**src/dip_pkg.sv**
```systemverilog
// Package for the saturating decimal integer parser.
// Holds the token state type, compare and status codes, and the limit digit table.
// No dependencies; used by dip_finish and decimal_int_parser_saturating.
package dip_pkg;

  localparam int unsigned MaxDigits = 10;

  localparam logic [7:0] ChSpace   = 8'h20;
  localparam logic [7:0] ChNewline = 8'h0A;
  localparam logic [7:0] ChPlus    = 8'h2B;
  localparam logic [7:0] ChMinus   = 8'h2D;
  localparam logic [7:0] ChZero    = 8'h30;
  localparam logic [7:0] ChNine    = 8'h39;

  localparam logic [31:0] IntMax = 32'h7FFF_FFFF;
  localparam logic [31:0] IntMin = 32'h8000_0000;

  // Result of comparing the significant digits against the limit.
  typedef enum logic [1:0] {
    CmpEq = 2'd0,
    CmpLt = 2'd1,
    CmpGt = 2'd2
  } cmp_e;

  // Status code carried with each result.
  typedef enum logic [1:0] {
    StOk  = 2'd0,
    StNan = 2'd1,
    StSat = 2'd2
  } status_e;

  // Per-token accumulated state.
  typedef struct packed {
    logic        negative;
    logic [3:0]  digit_cnt;
    cmp_e        cmp;
    logic        bad;
    logic        ovf;
    logic [31:0] magnitude;
  } token_t;

  // Digit of the limit at a given position; the last digit is 8 for negative tokens.
  function automatic logic [3:0] limit_digit(logic [3:0] pos, logic negative);
    logic [3:0] d;
    case (pos)
      4'd0:    d = 4'd2;
      4'd1:    d = 4'd1;
      4'd2:    d = 4'd4;
      4'd3:    d = 4'd7;
      4'd4:    d = 4'd4;
      4'd5:    d = 4'd8;
      4'd6:    d = 4'd3;
      4'd7:    d = 4'd6;
      4'd8:    d = 4'd4;
      4'd9:    d = negative ? 4'd8 : 4'd7;
      default: d = 4'd0;
    endcase
    return d;
  endfunction

endpackage

```
**src/dip_finish.sv**
```systemverilog
// Result formatting for the decimal integer parser: saturation, negation and status.
// Purely combinational; depends on dip_pkg.
module dip_finish (
  input  dip_pkg::token_t  tok_i,
  output logic [31:0]      value_o,
  output dip_pkg::status_e status_o
);

  logic sat;

  // Saturate on an eleventh digit, or on ten digits above the limit.
  assign sat = tok_i.ovf ||
               (!tok_i.bad && (tok_i.cmp == dip_pkg::CmpGt) &&
                (tok_i.digit_cnt == 4'(dip_pkg::MaxDigits)));

  always_comb begin
    if (sat) begin
      value_o  = tok_i.negative ? dip_pkg::IntMin : dip_pkg::IntMax;
      status_o = dip_pkg::StSat;
    end else if (tok_i.bad) begin
      value_o  = 32'd0;
      status_o = dip_pkg::StNan;
    end else begin
      value_o  = tok_i.negative ? (32'd0 - tok_i.magnitude) : tok_i.magnitude;
      status_o = dip_pkg::StOk;
    end
  end

endmodule

```
**src/decimal_int_parser_saturating.sv**
```systemverilog
// Saturating ASCII decimal to signed 32-bit integer parser, one character per transfer.
// A result is registered on the transfer of its ending delimiter and is valid in the next cycle.
// Throughput: one character per cycle; the output register lets the next character
// be taken while a result is being taken, and input stalls only while a held result is not taken.
// Reset: asynchronous active low, clears the token state and the output valid.
// Depends on dip_pkg and dip_finish.
module decimal_int_parser_saturating (
  input  logic               clk_i,
  input  logic               rst_ni,
  input  logic [7:0]         char_in_i,
  input  logic               in_valid_i,
  output logic               in_ready_o,
  output logic signed [31:0] value_o,
  output logic [1:0]         status_o,
  output logic               out_valid_o,
  input  logic               out_ready_i
);

  typedef enum logic [2:0] {
    PhSkip = 3'd0,
    PhSign = 3'd1,
    PhZero = 3'd2,
    PhBody = 3'd3
  } phase_e;

  phase_e            phase_q, phase_d;
  dip_pkg::token_t   tok_q, tok_d, fin_tok;
  logic              emit;
  logic              in_xfer;
  logic              out_valid_q, out_valid_d;
  logic [31:0]       value_q, fin_value;
  dip_pkg::status_e  status_q, fin_status;

  logic              is_delim, is_digit, is_zero;
  logic [3:0]        digit;
  logic [3:0]        lim;
  logic [31:0]       mag_next;

  // Character classes.
  assign is_delim = (char_in_i == dip_pkg::ChSpace) || (char_in_i == dip_pkg::ChNewline);
  assign is_digit = (char_in_i >= dip_pkg::ChZero) && (char_in_i <= dip_pkg::ChNine);
  assign is_zero  = (char_in_i == dip_pkg::ChZero);
  assign digit    = 4'(char_in_i - dip_pkg::ChZero);

  // Digit accumulation: magnitude * 10 + digit, modulo 2^32.
  assign lim      = dip_pkg::limit_digit(tok_q.digit_cnt, tok_q.negative);
  assign mag_next = {tok_q.magnitude[28:0], 3'b000} + {tok_q.magnitude[30:0], 1'b0} +
                    {28'd0, digit};

  // Handshake: accept unless a held result is not being taken.
  assign in_ready_o = !out_valid_q || out_ready_i;
  assign in_xfer    = in_valid_i && in_ready_o;

  // Next token state for one character.
  always_comb begin
    phase_d = phase_q;
    tok_d   = tok_q;
    fin_tok = tok_q;
    emit    = 1'b0;

    case (phase_q)
      PhSign: begin
        if (is_delim) begin
          fin_tok.bad = 1'b1;
          emit        = 1'b1;
        end else if (!is_digit) begin
          tok_d.bad = 1'b1;
          phase_d   = PhBody;
        end else if (is_zero) begin
          phase_d = PhZero;
        end else begin
          phase_d = PhBody;
        end
      end
      PhZero: begin
        if (!is_zero) begin
          phase_d = PhBody;
          if (is_delim) begin
            emit = 1'b1;
          end
        end
      end
      PhBody: begin
        if (is_delim) begin
          emit = 1'b1;
        end
      end
      default: begin
        phase_d = PhSkip;
        if (is_delim) begin
          phase_d = PhSkip;
        end else if ((char_in_i == dip_pkg::ChPlus) || (char_in_i == dip_pkg::ChMinus)) begin
          tok_d.negative = (char_in_i == dip_pkg::ChMinus);
          phase_d        = PhSign;
        end else if (is_zero) begin
          phase_d = PhZero;
        end else begin
          phase_d = PhBody;
        end
      end
    endcase

    // Body handling once the character reached the digit body.
    if ((phase_d == PhBody) && !emit && !(phase_q == PhSign && !is_digit)) begin
      if (tok_q.bad || tok_q.ovf) begin
        tok_d.bad = tok_q.bad;
      end else if (!is_digit) begin
        tok_d.bad = 1'b1;
      end else if (tok_q.digit_cnt >= 4'(dip_pkg::MaxDigits)) begin
        tok_d.ovf = 1'b1;
      end else begin
        if (tok_q.cmp == dip_pkg::CmpEq) begin
          if (digit > lim) begin
            tok_d.cmp = dip_pkg::CmpGt;
          end else if (digit < lim) begin
            tok_d.cmp = dip_pkg::CmpLt;
          end
        end
        tok_d.magnitude = mag_next;
        tok_d.digit_cnt = tok_q.digit_cnt + 4'd1;
      end
    end

    // A delimiter that ends a token clears it.
    if (emit) begin
      phase_d = PhSkip;
      tok_d   = '{negative: 1'b0, digit_cnt: 4'd0, cmp: dip_pkg::CmpEq,
                  bad: 1'b0, ovf: 1'b0, magnitude: 32'd0};
    end
  end

  dip_finish u_finish (
    .tok_i    (fin_tok),
    .value_o  (fin_value),
    .status_o (fin_status)
  );

  // Output register valid.
  always_comb begin
    out_valid_d = out_valid_q;
    if (out_ready_i) begin
      out_valid_d = 1'b0;
    end
    if (in_xfer && emit) begin
      out_valid_d = 1'b1;
    end
  end

  // Token state, output valid and result payload.
  always_ff @(posedge clk_i or negedge rst_ni) begin
    if (!rst_ni) begin
      phase_q     <= PhSkip;
      tok_q       <= '{negative: 1'b0, digit_cnt: 4'd0, cmp: dip_pkg::CmpEq,
                       bad: 1'b0, ovf: 1'b0, magnitude: 32'd0};
      out_valid_q <= 1'b0;
      value_q     <= 32'd0;
      status_q    <= dip_pkg::StOk;
    end else begin
      out_valid_q <= out_valid_d;
      if (in_xfer) begin
        phase_q <= phase_d;
        tok_q   <= tok_d;
      end
      if (in_xfer && emit) begin
        value_q  <= fin_value;
        status_q <= fin_status;
      end
    end
  end

  assign out_valid_o = out_valid_q;
  assign value_o     = value_q;
  assign status_o    = status_q;

  // Checks on the parser's own logic.
  assert property (@(posedge clk_i) disable iff (!rst_ni)
    tok_q.digit_cnt <= 4'(dip_pkg::MaxDigits))
    else $error("digit count beyond ten");

  assert property (@(posedge clk_i) disable iff (!rst_ni)
    out_valid_o |-> (status_o != 2'd3))
    else $error("undefined status code");

  assert property (@(posedge clk_i) disable iff (!rst_ni)
    (out_valid_o && (status_o == dip_pkg::StNan)) |-> (value_o == 32'd0))
    else $error("not-a-number result with nonzero value");

  assert property (@(posedge clk_i) disable iff (!rst_ni)
    (out_valid_o && (status_o == dip_pkg::StSat)) |->
      ((value_o == dip_pkg::IntMax) || (value_o == dip_pkg::IntMin)))
    else $error("saturated result not at a limit");

  assert property (@(posedge clk_i) disable iff (!rst_ni)
    (in_xfer && emit) |=> (phase_q == PhSkip) && (tok_q.digit_cnt == 4'd0))
    else $error("token state not cleared after a result");

endmodule
```
**config.mk**
```make
export PLATFORM = sky130hd
export DESIGN_NAME = decimal_int_parser_saturating
export DESIGN_NICKNAME = d
export VERILOG_FILES = /design/src/dip_pkg.sv /design/src/dip_finish.sv /design/src/decimal_int_parser_saturating.sv
export SDC_FILE = /design/constraint.sdc
export NUM_CORES = 1
export LEC_CHECK = 0
export BUFFER_PORTS_ARGS = -buffer_cell sky130_fd_sc_hd__buf_2
export CAP_MARGIN = 20
export CORE_MARGIN = 2
export CORE_UTILIZATION = 50
export CTS_BUF_LIST = sky130_fd_sc_hd__clkbuf_16
export DETAILED_ROUTE_END_ITERATION = 10
export GPL_ROUTABILITY_DRIVEN = 0
export HOLD_SLACK_MARGIN = 0.08
export PLACE_DENSITY = 0.69
export SETUP_SLACK_MARGIN = 0.3
export SLEW_MARGIN = 25
export SYNTH_ARGS = -nofsm -noshare
export SYNTH_HDL_FRONTEND = slang
export SYNTH_HIERARCHICAL = 1
export SYNTH_SLANG_ARGS = --single-unit
```
**constraint.sdc**
```tcl
create_clock -name clk_i -period 4.4 [get_ports clk_i]
set_clock_uncertainty 0.05 [all_clocks]
set_input_delay 0.66 -clock clk_i [delete_from_list [all_inputs] [get_ports clk_i]]
set_output_delay 0.66 -clock clk_i [all_outputs]
set_load 0.01 [all_outputs]
```
* After elaboration in Yosys (flattened, before gate mapping)
Cells that the tools add are included.
** Storage, ports and cells
- Register bits :: 79
- Input port bits :: 12
- Output and inout bits :: 36
- Word-level logic and storage cells :: 123
** Operators by class
- $add $sub $neg :: 5
- $lt $le $gt $ge :: 5
- Eq/ne operators :: 25
- Mux-type cells :: 43
- Reductions and logical operators :: 35
** Operators by type and width (number)
- $mux 32 :: 5
- $mux 33 :: 2
- $mux 41 :: 1
- $mux 40 :: 1
- $add 32x32->32 :: 1
- $add 32x4->32 :: 1
- $eq 8x6->1 const B :: 4
- $pmux 4 s8 :: 1
- $sub 1x32->32 const A :: 1
- $mux 1 :: 18
- $mux 6 :: 3
- $eq 4x3->1 const B :: 4
- $mux 3 :: 5
- $eq 4x4->1 const B :: 3
- $reduce_bool 2->1 :: 6
- $reduce_and 5->1 :: 2
- $eq 3x2->1 const B :: 3
- $pmux 3 s3 :: 1
- $eq 4x2->1 const B :: 2
- $eq 8x4->1 const B :: 1
- $ge 8x6->1 const B :: 1
- $le 8x6->1 const B :: 1
- $logic_and 1x1->1 :: 8
- $mux 2 :: 4
- 23 further kinds :: 34

* Depth between registers and ports, before layout
Gate-level depths: netlist of the first run.
- Depth after elaboration :: 12
- Depth in mapped cells :: 14
- Gate-level depth less buffers :: 14

* Cells and area by module
The synthesis of the first run kept the hierarchy.
** Modules (own cells, without submodules)
- decimal_int_parser_saturating :: instances 1, cells an instance 588, area an instance 5218.8 µm², seq. area each 1976.9 µm²
- dip_finish :: instances 1, cells an instance 228, area an instance 1367.6 µm², seq. area each 0.0 µm²

* Worst setup path before layout of the first run
Ideal clock, no wire load.
- Path type :: input port to flip-flop
- Start :: in char_in_i[3]
- End :: reg tok_q (netlist bit fin_tok[28])
- Library setup time :: 122 ps
- Data arrival time :: 3157 ps
- Required time :: 4228 ps
- Slack :: 1072 ps
- Stages :: 11
- Buffers on the path :: 0
- Cells stage by stage :: fa_1 > inv_1 > fa_1 > nand2b_1 > a21oi_1 > o31a_1 > o2111ai_1 > a21oi_1 > o21ai_0 > a21o_1 > a32o_1
** On the way
- Longest elaborated chain between the ends :: 10
- Elaborated cells on any way between the ends :: 39
- Those cells by class :: add/sub (2); order compare (2); eq/ne (8); mux (15); reduce/logical (12)
** RTL lines
- start: declaration :: line decimal_int_parser_saturating.sv:10 : input logic [7:0] char_in_i,
- branches (longest 10 deep; another with $add 32x4->32)
- end signal: assignment :: line decimal_int_parser_saturating.sv:153 : tok_q <= '{negative: 1'b0, digit_cnt: 4'd0, cmp: dip_pkg::CmpEq,
- end signal: assignment :: line decimal_int_parser_saturating.sv:162 : tok_q <= tok_d;
- end: declaration :: line decimal_int_parser_saturating.sv:27 : dip_pkg::token_t tok_q, tok_d, fin_tok;
Parallel ways; which one is timed is not known. The select of a mux whose other input is x is not followed.
A chain may end at the register's enable or synchronous reset.

* Final worst setup path of the first run
- Start :: reg tok_q (netlist bit fin_tok[12])
- End :: reg tok_q (netlist bit fin_tok[29])
** On the way
- Longest elaborated chain between the ends :: 7
** RTL lines
- $add 32x32->32 :: line decimal_int_parser_saturating.sv:47 : assign mag_next = {tok_q.magnitude[28:0], 3'b000} + {tok_q.magnitude[30:0], 1'b0} +
- $add 32x4->32 :: line decimal_int_parser_saturating.sv:47
- $mux 32 :: line decimal_int_parser_saturating.sv:109 : end else if (tok_q.digit_cnt >= 4'(dip_pkg::MaxDigits)) begin
- $mux 33 :: line decimal_int_parser_saturating.sv:107 : end else if (!is_digit) begin
- $mux 33 :: line decimal_int_parser_saturating.sv:105 : if (tok_q.bad || tok_q.ovf) begin
- $mux 40 :: line decimal_int_parser_saturating.sv:104 : if ((phase_d == PhBody) && !emit && !(phase_q == PhSign && !is_digit)) begin
- $mux 41 :: line decimal_int_parser_saturating.sv:125 : if (emit) begin
Every way passes these cells. The select of a mux whose other input is x is not followed.

==> results of run 1 <==
per-layer routing:
layer,GRT usage,wire length [µm]
met5,0,0
met4,0.0871,334
met3,0.0236,1110
met2,0.404,7960
met1,0.370,8290
cell usage in the layout (no fill, tap or decap), drive strengths merged, types with 23 or more instances in the layout:
| master | Yosys | final |
|---|---|---|
| nand2 | 150 | 150 |
| dfrtp | 79 | 79 |
| ha | 67 | 67 |
| a21oi | 63 | 63 |
| nor2 | 63 | 63 |
| o21ai | 54 | 54 |
| buf | 4 | 54 |
| nor3 | 31 | 31 |
| inv | 22 | 24 |
| o22ai | 23 | 23 |
cell families (layout without fill, tap and decap cells):
family,after synthesis,count (layout),synth area share
xor+xnor,24,24,0.0319
compound gates,227,227,0.225
buf+inv,61,92,0.0357
fa+ha+maj,69,69,0.133
mux,16,16,0.0247
flops,79,79,0.300
simple gates,340,340,0.249
area by class of cell:
| type | count | share of cell area |
|---|---|---|
| multi-input combinational | 676 | 0.604 |
| timing repair buffer | 54 | 0.0404 |
| sequential | 79 | 0.272 |
| tap | 172 | 0.0296 |
| clock buffer | 9 | 0.0309 |
| inverter | 22 | 0.0113 |
| clock inverter | 7 | 0.0119 |
registers in the layout, summed over array words and instances, names as in the netlist:
register,count
tok_q,1
status_o,2
phase_q,3
value_o,32
out_valid_o,1
fin_tok,40
stage by stage:
step	power (mW)	hold slack, ps	cells	utilization
after global routing	1.75	373	1019	0.572
after floorplan	0.859	314	816	-
final	1.69	293	1019	0.572
after CTS	1.69	422	1019	0.572
after detailed placement	0.910	408	1003	0.547
after global placement	0.905	404	1003	0.547
final timing paths:
check                               to  slack (ps)  depth (start not counted)
setup / recovery           fin_tok[29]         840                         10
hold / removal              phase_q[0]         290                          1
setup reg to reg           fin_tok[29]         840                         10
hold reg to reg            value_o[28]         420                          2
max in group asynchronous  value_o[26]        3510                          1
min in group clk_i         value_o[28]         420                          2
worst max-delay path, delay by kind of cell, from the launching register on:
kind	cells	cell delay (ps)
compound gates	5	1450
flops	1	610
simple gates	2	410
fa+ha+maj	2	720
xor+xnor	1	140
cell usage after synthesis, types with 3 or more instances:
cell type / number
or3_1: 5
o31ai_1: 3
nand4_1: 9
and3b_1: 3
o21ai_0: 48
nor3_2: 3
mux2i_1: 14
a31oi_1: 8
a21o_1: 9
a32o_1: 4
nand2b_1: 9
o21a_1: 3
o211ai_1: 9
ha_1: 67
nand2_1: 150
nand4b_1: 4
a311o_1: 4
a22o_1: 8
nand3_1: 19
dfrtp_1: 79
nor4_1: 8
xnor2_1: 11
nor2b_1: 8
o21ai_1: 5
o21bai_1: 5
or4_1: 5
clkbuf_1: 35
and3_1: 5
xor2_1: 13
nor3_1: 28
inv_1: 21
nor4_2: 3
o311ai_0: 4
o31a_1: 4
a21oi_1: 62
a211oi_1: 5
nor2_1: 63
and2_1: 3
o22ai_1: 22
nor3b_1: 3
power breakdown:
group / total [mW] / internal, mW / switching (mW) / leakage, nW
Sequential: 0.742 / 0.732 / 0.00914 / 1.08
Combinational: 0.158 / 0.0623 / 0.0955 / 2.36
Clock: 0.792 / 0.493 / 0.300 / 0.158
==> run metrics, run 1 <==
status=finished, final reports clean; share of the yosys chip area belonging to registers=0.300; critical path's slowest cell=o311ai_0; IO Count=48; leading area contributor after synthesis=dfrtp_1; Hold Buf Count CTS=0; Die Y=119 µm; clk slew on worst S/H paths=60 ps; initial antenna violation count=0; critical path fanouts, max=12; Die X=119 µm; clk root buf=clkbuf_16; Seq. cell area=0.00198 mm²; reg2reg start=fin_tok[12]; HP Class=primary input to asynchronous set/reset pin; Main synth FF type=dfrtp_1; Yosys reg bits=79; # fillers=1205; Post-synth EDFFs=0; Startpoint Class=flop; Distinct cells, synth=76; postcts setup bufs=0; Post-Syn Nets=897; Critical Path RT=4540 ps; routed len/inst=17.4 µm; critical setup path kind=flop to flop; RSZ-0062 raised after global routing=no; Std-Cell Rows=41; Pwr per Cell Area=232 mW/mm²; cell count after synthesis=816; 1st-iter DRT viols=524; fraction of layout cells with a size suffix above 1=0.112; Port-buffer cells=47; Max-Cap Viols=0; LEAKAGE=3.60 nW; Initial Util=0.518; DP Area=0.00696 mm²; worst vdd ir=0.000150 V; Routed WL=17700 µm; first-pass GRT wire length=29900 µm; synthesized area=0.00659 mm²; Vias=6390; core area=0.0127 mm²; CTS tree=built; drt drc=0; # diodes=0; cts bufs inserted=9; nets=923; Arrival @ worst endpoint=3690 ps; pre-CTS WS=631 ps; CTS H-tree lvls=3; final hold vios=0; Post-synth ARST share=1.00; syn avg cell area=8.07 µm²; Fmax=281 MHz; CP most frequent cell=ha_1; post-CTS sizing=0; CTS Buffer Depth=2; Slew Limit Fails=0; via density per instance=6.27; multi-input logic area=0.00440 mm²; final worst path period need=3560 ps; Final HPWL DP=12700 µm; Worst setup EP type=flop; top-area cell type share of the netlist area=0.300; largest net degree at the start of global routing=80; grt ovf=0; CTS sink cnt=79; GRT Util Overall=0.257; Synth area leaders=dfrtp_1, ha_1, nand2_1; Area Growth Syn to Fin=10.5%; CP peak stage delay=740 ps; vias in the first global route=6107; Final ANT Viol Nets=0; final setup vio count=0; crit path from=fin_tok[12]; Tightest Pin Transition=1080 ps; Final Worst Setup Slack=844 ps; period utilisation layout=0.808; Slew HR=0.272; die area=0.0141 mm²; critical path cell sequence=ha_1 > ha_1 > a21oi_2 > o211ai_1 > and2_1 > o311ai_0 > nand4b_1 > a31oi_1 > xor2_1 > o21ai_0; Clock Latency Late Sink=340 ps; Final Cell Area=0.00728 mm²; Synth warnings=6; First-pass DRT Iterations=5; Setup TNS Final=0 ps
(Power assumes the default switching activity.)
==> inputs of run 2 (changes only) <==
==> constraint.sdc (replaced) <==
create_clock -name clk_i -period 3.3 [get_ports clk_i]
set_clock_uncertainty 0.05 [all_clocks]
set_input_delay 0.495 -clock clk_i [delete_from_list [all_inputs] [get_ports clk_i]]
set_output_delay 0.495 -clock clk_i [all_outputs]
set_load 0.01 [all_outputs]
==> run 2 against run 1 <==
Worst setup slack worse by 570 ps. Global-route usage is 0.30 points lower. Combinational power is 43% higher. Die area stayed put. Maximum frequency is 18% higher. Highest routed layer unchanged. Sequential power is 33% higher. Routed wire length is 0.81% lower. Register-to-register slack worse by 570 ps. Power is 36% higher. Clock power is 38% higher.
==> run metrics, run 2 (same netlist as run 1, synthesis figures left out) <==
clk root buf=clkbuf_16; critical setup path kind=flop to flop; Routed WL=17600 µm; Die Y=119 µm; IO Count=48; largest net degree at the start of global routing=80; Fmax=331 MHz; RSZ-0062 raised after global routing=yes; leading cell type in the layout, fill and taps excluded=nand2_1; Slew Limit Fails=0; CTS tree=built; final setup vio count=0; Largest register FFs=40; Final ANT Viol Nets=0; final cell count without fillers=1048; GRT Util Overall=0.254; final worst path period need=3020 ps; First-pass DRT Iterations=5; worst vdd ir=0.000202 V; Setup TNS Final=0 ps; Clock Latency Late Sink=340 ps; die area=0.0141 mm²; highest-count cells in the layout ignoring fill and taps=nand2_1, dfrtp_1, ha_1; core area=0.0127 mm²; CP peak stage delay=540 ps; fraction of layout cells with a size suffix above 1=0.169; clk slew on worst S/H paths=60 ps; cts bufs inserted=9; Std-Cell Rows=41; HP Class=primary input to asynchronous set/reset pin; Vias=6438; routed len/inst=16.7 µm; grt ovf=0; Max-Cap Viols=0; initial antenna violation count=0; status=finished, final reports clean; Area Growth Syn to Fin=16.1%; reg2reg start=fin_tok[0]; Die X=119 µm; drt drc=0; Critical Path RT=3480 ps; vias in the first global route=6056; period utilisation layout=0.916; CTS Buffer Depth=2; Port-buffer cells=47; CTS sink cnt=79; critical path fanouts, max=3; PnR Total Power=2.30 mW; critical path cell sequence=fa_1 > inv_1 > fa_2 > nand2b_4 > a21oi_4 > o31a_1 > o2111ai_4 > a21oi_2 > o21ai_2 > a21o_1 > a32o_1; CTS H-tree lvls=3; 1st-iter DRT viols=555; Hold Buf Count CTS=0; Slew HR=0.440; Final HPWL DP=12600 µm; Worst setup EP type=flop; Initial Util=0.518; critical path's slowest cell=fa_1; placed cells=1027; WHS=129 ps; via density per instance=6.14; LEAKAGE=3.75 nW; register-to-register path setup slack=280 ps; Pwr per Cell Area=301 mW/mm²; final hold vios=0; nets=952; r2r worst-path depth=11; Startpoint Class=flop; Tightest Pin Transition=840 ps; worst reg2reg endpoint=fin_tok[28]; first-pass GRT wire length=29600 µm; # diodes=0; Arrival @ worst endpoint=3200 ps
## run 2: cell count changes in the layout (fill, tap and decap cells not counted), moves of 2 or more
cell	delta
ha_1	-4
ha_4	+3
dfrtp_1	-4
clkinv_4	+2
a21oi_1	-4
o21ai_1	+8
o21ai_0	-9
a21oi_2	+3
buf_4	+28
dfrtp_2	+4
## run 2: worst max-delay path: cells and delay by family, from the launching register on
family,cells,cell delay [ps]
AO/OA/AOI/OAI,7,1280
adder cells (fa/ha/maj),2,930
buffers and inverters,1,70
flip-flops,1,400
AND/OR/NAND/NOR,1,170
## run 2: how the worst max path moves through the flow
stage / startpoint / endpoint / slack (ps) / depth (start not counted)
global placement: char_in_i[3] / fin_tok[28] / 100 / 12
floorplan: char_in_i[3] / fin_tok[19] / 320 / 10
detailed placement: char_in_i[3] / fin_tok[31] / 20 / 12
CTS: fin_tok[0] / fin_tok[19] / 280 / 10
global route: fin_tok[18] / fin_tok[29] / 120 / 10
finish: fin_tok[0] / fin_tok[28] / 280 / 11
## run 2: final cells by class
| cell class | count | area [µm²] |
|---|---|---|
| Multi-Input combinational cell | 676 | 4530 |
| Fill cell | 1136 | 5070 |
| Clock inverter | 7 | 96.3 |
| Clock buffer | 9 | 225 |
| Inverter | 22 | 82.6 |
| Tap cell | 172 | 215 |
| Timing Repair Buffer | 83 | 515 |
| Sequential cell | 79 | 1980 |
## run 2: what timing repair did
action,in CTS,in global routing
pin swaps,5,10
endpoints found under the hold margin,0,0
setup buffers,2,3
gates resized for setup,7,22
setup endpoints to repair,8,18
## run 2: power by group
part / internal (mW) / leakage, nW / switching [mW] / total, mW
clock: 0.665 / 0.160 / 0.427 / 1.09
combinational: 0.0917 / 2.52 / 0.134 / 0.226
sequential: 0.976 / 1.07 / 0.00839 / 0.985
## run 2: layer usage
metal	track usage	routed length, µm	share of wire	up-vias
met2	0.405	8020	0.46	260
met1	0.356	8130	0.46	3050
met3	0.0290	1100	0.063	23
li1	-	-	-	3105
met4	0.0893	300	0.017	0
met5	0	0	0	-
## run 2: stage by stage
stage	util	area (µm²)	setup slack, ps
after floorplan	-	6610	317
after global placement	0.564	7170	105
after detailed placement	0.564	7170	19.2
after CTS	0.591	7520	281
after global routing	0.601	7650	124
final	0.601	7650	278
